### src/design/rfq_pkg.sv
// ----------------------------------------------------------------------------
// rfq_pkg
// shared types and constants of the ready fifo and timer queue scheduler
// ----------------------------------------------------------------------------
package rfq_pkg;

  localparam int POOL_SLOTS = 128;
  localparam int IDX_W      = $clog2(POOL_SLOTS);
  localparam int CNT_W      = $clog2(POOL_SLOTS + 1);
  localparam int TASK_W     = 16;
  localparam int TIME_W     = 32;

  typedef enum logic [1:0] {
    REQ_POST_NOW = 2'd0,
    REQ_POST_DLY = 2'd1,
    REQ_TICK     = 2'd2,
    REQ_POLL     = 2'd3
  } req_t;

  typedef enum logic [2:0] {
    ST_ACCEPT = 3'd0,
    ST_FULL   = 3'd1,
    ST_READY  = 3'd2,
    ST_TIMER  = 3'd3,
    ST_IDLE   = 3'd4
  } status_t;

  typedef enum logic [4:0] {
    S_INIT, S_IDLE, S_DECODE, S_TAKE_RD, S_TAKE, S_WALK_RD, S_WALK_CHK,
    S_LINK_NEW, S_LINK_PREV, S_EMIT_ACC, S_EMIT_FULL, S_P_RD, S_P_LAT_R,
    S_P_LAT_T, S_FREE_R, S_EMIT_R, S_FREE_T, S_EMIT_T, S_EMIT_IDLE
  } state_t;

  typedef enum logic [3:0] {
    OP_NONE, OP_INIT, OP_ACCEPT, OP_TICK, OP_TAKE_RD, OP_TAKE, OP_WALK_RD,
    OP_WALK_CHK, OP_LINK_NEW, OP_LINK_PREV, OP_P_RD, OP_P_LAT_R, OP_P_LAT_T,
    OP_FREE_R, OP_FREE_T, OP_EMIT
  } op_t;

  typedef struct packed {
    op_t     op;
    status_t st;
    logic    last;
  } cmd_t;

  typedef struct packed {
    logic init_done;
    req_t req;
    logic pool_empty;
    logic ready_nonempty;
    logic walk_end;
    logic later;
    logic due;
    logic out_free;
  } stat_t;

endpackage

### src/design/rfq_ctrl.sv
// ----------------------------------------------------------------------------
// rfq_ctrl
// sequencer of the scheduler: one request at a time through post, walk, poll
// ----------------------------------------------------------------------------
module rfq_ctrl (
  input  logic          clk,
  input  logic          rst_n,
  input  logic          in_valid,
  output logic          in_ready,
  input  rfq_pkg::stat_t stat,
  output rfq_pkg::cmd_t  cmd
);
  import rfq_pkg::*;

  state_t state_r, state_nxt;

  always_ff @(posedge clk) begin
    if (!rst_n) begin
      state_r <= S_INIT;
    end else begin
      state_r <= state_nxt;
    end
  end

  always_comb begin
    state_nxt = state_r;
    case (state_r)
      S_INIT:      if (stat.init_done) state_nxt = S_IDLE;
      S_IDLE:      if (in_valid) state_nxt = S_DECODE;
      S_DECODE: begin
        case (stat.req)
          REQ_TICK: state_nxt = S_IDLE;
          REQ_POLL: state_nxt = S_P_RD;
          default:  state_nxt = stat.pool_empty ? S_EMIT_FULL : S_TAKE_RD;
        endcase
      end
      S_TAKE_RD:   state_nxt = S_TAKE;
      S_TAKE:      state_nxt = (stat.req == REQ_POST_NOW) ? S_EMIT_ACC : S_WALK_RD;
      S_WALK_RD:   state_nxt = stat.walk_end ? S_LINK_NEW : S_WALK_CHK;
      S_WALK_CHK:  state_nxt = stat.later ? S_LINK_NEW : S_WALK_RD;
      S_LINK_NEW:  state_nxt = S_LINK_PREV;
      S_LINK_PREV: state_nxt = S_EMIT_ACC;
      S_P_RD:      state_nxt = S_P_LAT_R;
      S_P_LAT_R:   state_nxt = S_P_LAT_T;
      S_P_LAT_T: begin
        if (stat.ready_nonempty) state_nxt = S_FREE_R;
        else if (stat.due)       state_nxt = S_FREE_T;
        else                     state_nxt = S_EMIT_IDLE;
      end
      S_FREE_R:    state_nxt = S_EMIT_R;
      S_EMIT_R:    if (stat.out_free) state_nxt = stat.due ? S_FREE_T : S_IDLE;
      S_FREE_T:    state_nxt = S_EMIT_T;
      S_EMIT_ACC, S_EMIT_FULL, S_EMIT_T, S_EMIT_IDLE: begin
        if (stat.out_free) state_nxt = S_IDLE;
      end
      default:     state_nxt = S_INIT;
    endcase
  end

  always_comb begin
    cmd      = '{op: OP_NONE, st: ST_ACCEPT, last: 1'b1};
    in_ready = 1'b0;
    case (state_r)
      S_INIT:      cmd.op = OP_INIT;
      S_IDLE: begin
        in_ready = 1'b1;
        if (in_valid) cmd.op = OP_ACCEPT;
      end
      S_DECODE:    if (stat.req == REQ_TICK) cmd.op = OP_TICK;
      S_TAKE_RD:   cmd.op = OP_TAKE_RD;
      S_TAKE:      cmd.op = OP_TAKE;
      S_WALK_RD:   if (!stat.walk_end) cmd.op = OP_WALK_RD;
      S_WALK_CHK:  cmd.op = OP_WALK_CHK;
      S_LINK_NEW:  cmd.op = OP_LINK_NEW;
      S_LINK_PREV: cmd.op = OP_LINK_PREV;
      S_P_RD:      cmd.op = OP_P_RD;
      S_P_LAT_R:   cmd.op = OP_P_LAT_R;
      S_P_LAT_T:   cmd.op = OP_P_LAT_T;
      S_FREE_R:    cmd.op = OP_FREE_R;
      S_FREE_T:    cmd.op = OP_FREE_T;
      S_EMIT_ACC:  if (stat.out_free) cmd.op = OP_EMIT;
      S_EMIT_FULL: begin
        cmd.st = ST_FULL;
        if (stat.out_free) cmd.op = OP_EMIT;
      end
      S_EMIT_R: begin
        cmd.st   = ST_READY;
        cmd.last = !stat.due;
        if (stat.out_free) cmd.op = OP_EMIT;
      end
      S_EMIT_T: begin
        cmd.st = ST_TIMER;
        if (stat.out_free) cmd.op = OP_EMIT;
      end
      S_EMIT_IDLE: begin
        cmd.st = ST_IDLE;
        if (stat.out_free) cmd.op = OP_EMIT;
      end
      default: cmd.op = OP_NONE;
    endcase
  end

endmodule

### config.mk
export PLATFORM = sky130hd
export DESIGN_NAME = rfq_ctrl
export DESIGN_NICKNAME = d
export VERILOG_FILES = /design/src/design/rfq_pkg.sv /design/src/design/rfq_ctrl.sv
export SDC_FILE = /design/constraint.sdc
export NUM_CORES = 1
export LEC_CHECK = 0
export BUFFER_PORTS_ARGS = -buffer_cell sky130_fd_sc_hd__buf_4
export CAP_MARGIN = 20
export CORE_MARGIN = 3
export CORE_UTILIZATION = 30
export CTS_CLUSTER_SIZE = 40
export DETAILED_ROUTE_END_ITERATION = 8
export GPL_TIMING_DRIVEN = 0
export SKIP_LAST_GASP = 1
export SLEW_MARGIN = 20
export SYNTH_ARGS = -nofsm -noshare
export SYNTH_HDL_FRONTEND = slang
export SYNTH_SLANG_ARGS = --single-unit
### constraint.sdc
create_clock -name clk -period 5.3 [get_ports clk]
set_clock_uncertainty 0.2 [all_clocks]
set_input_delay 0.265 -clock clk [delete_from_list [all_inputs] [get_ports clk]]
set_output_delay 0.265 -clock clk [all_outputs]
set_load 0.02 [all_outputs]
---- Yosys cells after proc, flatten, opt, wreduce, memory -nomap -nowiden ----
Cells that the tools add are included.
storage, ports and cells
  bits in registers ....................... 5
  bits of input ports ..................... 12
operators by class
  equal/unequal tests ..................... 24
  mux-type cells .......................... 21
  reduce and logical (&&, ||, !) cells .... 6
operator list
  cell                                                  count
  one-hot mux 5 bit (16 select lines)                   1
  one-hot mux 4 bit (15 select lines)                   1
  equality test 5 x 4 -> 1 bit (second input constant)  8
  2-to-1 mux 5 bit                                      6
  equality test 5 x 3 -> 1 bit (second input constant)  4
  equality test 5 bit (second input constant)           3
  2-to-1 mux 4 bit                                      3
  one-hot mux 3 bit (4 select lines)                    1
  equality test 5 x 2 -> 1 bit (second input constant)  2
  2-to-1 mux 2 bit                                      4
  inequality test 2 bit (second input constant)         4
  one-hot mux 4 bit (2 select lines)                    1
  equality test 5 x 1 -> 1 bit (second input constant)  1
  zero test 5 bit                                       1
  OR reduction 5 bit                                    1
  equality test 2 bit (second input constant)           2
  AND reduction 4 bit                                   1
  OR reduction 4 bit                                    1
  2-to-1 mux 1 bit                                      3
  2-to-1 mux 3 bit                                      1
  zero test 2 bit                                       1
  zero test 1 bit                                       1

---- Longest topological paths before layout ----
  depth after elaboration ................. 4
  gate-level depth with buffers ........... 8

---- Least setup slack after synthesis ----
OpenSTA, ideal clock, no wires.
  kind .................................... reg2out
  start ................................... register state_r[3]
  end ..................................... output port cmd[6] in the netlist's numbering
  arrival ................................. 1565 ps
  path slack .............................. 3270 ps
  cell stages (with the launch flop) ...... 7
  buffers on the path ..................... 3
  cells stage by stage .................... dfxtp_1 > buf_6 > clkbuf_1 > buf_2 > a21o_1 > a22oi_1 > o21ai_0
RTL lines
  item                      RTL line        text
  start: declaration        rfq_ctrl.sv:15  state_t state_r, state_nxt;
  start signal: assignment  rfq_ctrl.sv:21  state_r <= state_nxt;
  end: declaration          rfq_ctrl.sv:11  output rfq_pkg::cmd_t cmd

==> flow_summary.toml <==
[synth]
synth_top_area_cell = "dfxtp_1"
synth.top_cell.area_share_pct = 12.0
synthTopCellsByCount = "12 x nand2_1, 11 x nor2b_1, 9 x nor2_1, 9 x o21ai_0, 8 x buf_2"
yosys_register_bits = 5
synth_cells = 123
synth_most_common_cell = "nand2_1"
synth_fp_nets = 135
synth_flop_cell = "dfxtp_1"
synth_edf_count = 0
syn_area_um2 = 832
synth.avg_cell_area_um2 = 6.76
synth_warnings = 0
ys_async_sr_fraction_pct = 0
synthTopCellsByArea = "dfxtp_1 12%, nor2b_1 8.3%, o21ai_0 5.4%, nand2_1 5.4%, buf_2 4.8%"
seq_area_frac_synth_pct = 12.0
ys_types = 45

[run_status]
status = "finished clean"

[placed_design]
place_congestion = 0.826
dpl.hpwl_mm = 1.94
dpl_cell_area_um2 = 1020
port-buffer-count = 20

[global_route]
grt_max_degree = 11
grt-ovfl-total = 0
grt_pass1_wl_mm = 4.20
grt_usage_pct = 15.4
antenna_found_initial = 0
grt_pass1_vias = 903

[worst_setup_path]
startpoint_type = "flop"
cpPeakStageDelay_ns = 0.40
ff2ff_setup_slack_ns = 3.37
crit_path_start = "state_r[4]$_SDFFE_PN0P_"
cp_max_fo = 10
crit_chain = "buf_2 -> and3b_1 -> a21oi_1 -> o32a_1 -> a2bb2oi_1 -> o221ai_1 -> buf_4"
worstRegToRegCells = 6
crit_family = "compound AO/OA/AOI/OAI gates"
cp_data_required_time_ns = 4.84
crit_type = "flop to output port"
path_buf_inv = 2
cp_slowest_cell = "dfxtp_1"
r2r-end = "state_r[0]$_SDFFE_PN0P_"
arrival_ns = 2.00
rr_startpoint = "state_r[2]$_SDFFE_PN0P_"
endpoint_kind = "output port"

[timing]
layout_worst_path_cycle_share_pct = 46.5
hold_violations = 0
fmax_mhz = 406
worstMarginPinSlew_ns = 0.465
slew_headroom_pct = 69.0
fin_crit_ns = 2.46
rsz0062_at_grt = "false"
slew_viol_final = 0
setup_viol = 0
holdWs_ns = 0.0725
setup_tns_ns = 0

[floorplanning]
die-area_um2 = 3440
coreArea_um2 = 2570
initial_core_util_pct = 32.4
fp.dieH_um = 58.7
row_count = 18
ios = 21
die_x_um = 58.7

[cells_and_area]
nets = 160
finalInstanceArea_um2 = 1050
layout-drive-gt1-share_pct = 25.2
top_register = "state_r"
antenna-diode-count = 0
postLayoutCoreUtil_pct = 40.7
largest_reg_flops = 5
reg_top3 = "state_r (5)"
syn2layout_area_growth_pct = 25.7

[drt]
initialDrtViolationCount = 58
drc = 0
routedWlPerCell_um = 14.6
wirelength_mm = 2.58
drtAntennaViolNets = 0
drt_first_pass_iters = 4
vias = 1032
viasPerCell = 5.83

[clock_tree]
cts-htree-levels = 1
cts_buffer_depth = 2
cts_made_buffers = 3
post_cts_resized = 0
cts-root-buf = "clkbuf_4"
insertion_delay_ns = 0.24
postCtsSetupBuffers = 0
cts_hold_buf = 0
tritoncts = "yes"
cts.sinks = 5
clkSlewWorstSetupHoldPaths_ns = 0.04

[power]
power_w = 0.000420
ir_drop_mv = 0.235
p_leak_nw = 0.433
power_density_nw_per_um2 = 401

[min_path]
min-delay-start = "rst_n"
hold_end = "state_r[2]$_SDFFE_PN0P_"
hold_class = "input pin to flop"
min_path_cells = 2

[flow_run]
cap_violations = 0
kinds of logic after synthesis:
| kind of cell | share of synthesized area [%] |
|---|---|
| AOI/OAI and AO/OA | 35.0 |
| DFF | 12.0 |
| and+or+nand+nor | 35.5 |
| buffers and inverters | 9.77 |
| xor gates and xnor gates | 5.26 |
| muxes | 2.41 |
final cells by class:
| type | instances | area [µm²] |
|---|---|---|
| Tap cell | 30 | 37.5 |
| Fill cell | 281 | 1520 |
| Sequential cell | 5 | 100 |
| Inverter | 3 | 11.3 |
| Clock buffer | 4 | 26.3 |
| Buffer | 12 | 70.1 |
| Timing Repair Buffer | 20 | 150 |
| Multi-Input combinational cell | 103 | 651 |
power by group:
| group | leakage [nW] | switching, W | total (W) | internal, W |
|---|---|---|---|---|
| Sequential | 0.0407 | 0.00000407 | 0.0000511 | 0.0000470 |
| Clock | 0.0150 | 0.0000140 | 0.0000424 | 0.0000284 |
| Combinational | 0.378 | 0.000189 | 0.000326 | 0.000137 |
| Total | 0.433 | 0.000208 | 0.000420 | 0.000212 |
metal layers:
layer	global-route usage, %	wire length [µm]	share of wire, %
met2	22.2	1080	42
met4	2.59	31	1.2
met1	22.7	1160	45
met3	4.61	313	12
met5	0	0	0
worst max-delay path by stage:
stage                  end  slack [ns]  cells after the start
floorplan           cmd[6]        3.27                      6
global placement    cmd[7]        3.14                      8
detailed placement  cmd[7]        3.10                      8
CTS                 cmd[7]        2.85                      8
global route        cmd[7]        2.69                      8
finish              cmd[5]        2.84                      7
cell usage in the layout, fill, tap and decap left out, types with 2 or more instances in the layout:
cell type / n
buf_4: 20
nand2_1: 12
nor2b_1: 11
nor2_1: 9
o21ai_0: 9
buf_2: 8
a21oi_1: 6
dfxtp_1: 5
nand2b_1: 4
nand3_1: 4
clkbuf_1: 3
inv_1: 3
nor3_1: 3
a21o_1: 3
a22oi_1: 3
xnor2_1: 3
clkbuf_4: 3
buf_6: 2
xor2_1: 2
o32a_1: 2
o32ai_1: 2
and2_1: 2
a31oi_1: 2
nor4_1: 2
mux2i_1: 2
stage by stage:
step	instances	setup slack [ns]
after floorplan	123	3.27
after global routing	177	2.69
after detailed placement	173	3.10
after CTS	177	2.85
final	177	2.84
after global placement	173	3.14
(Power assumes the default switching activity.)
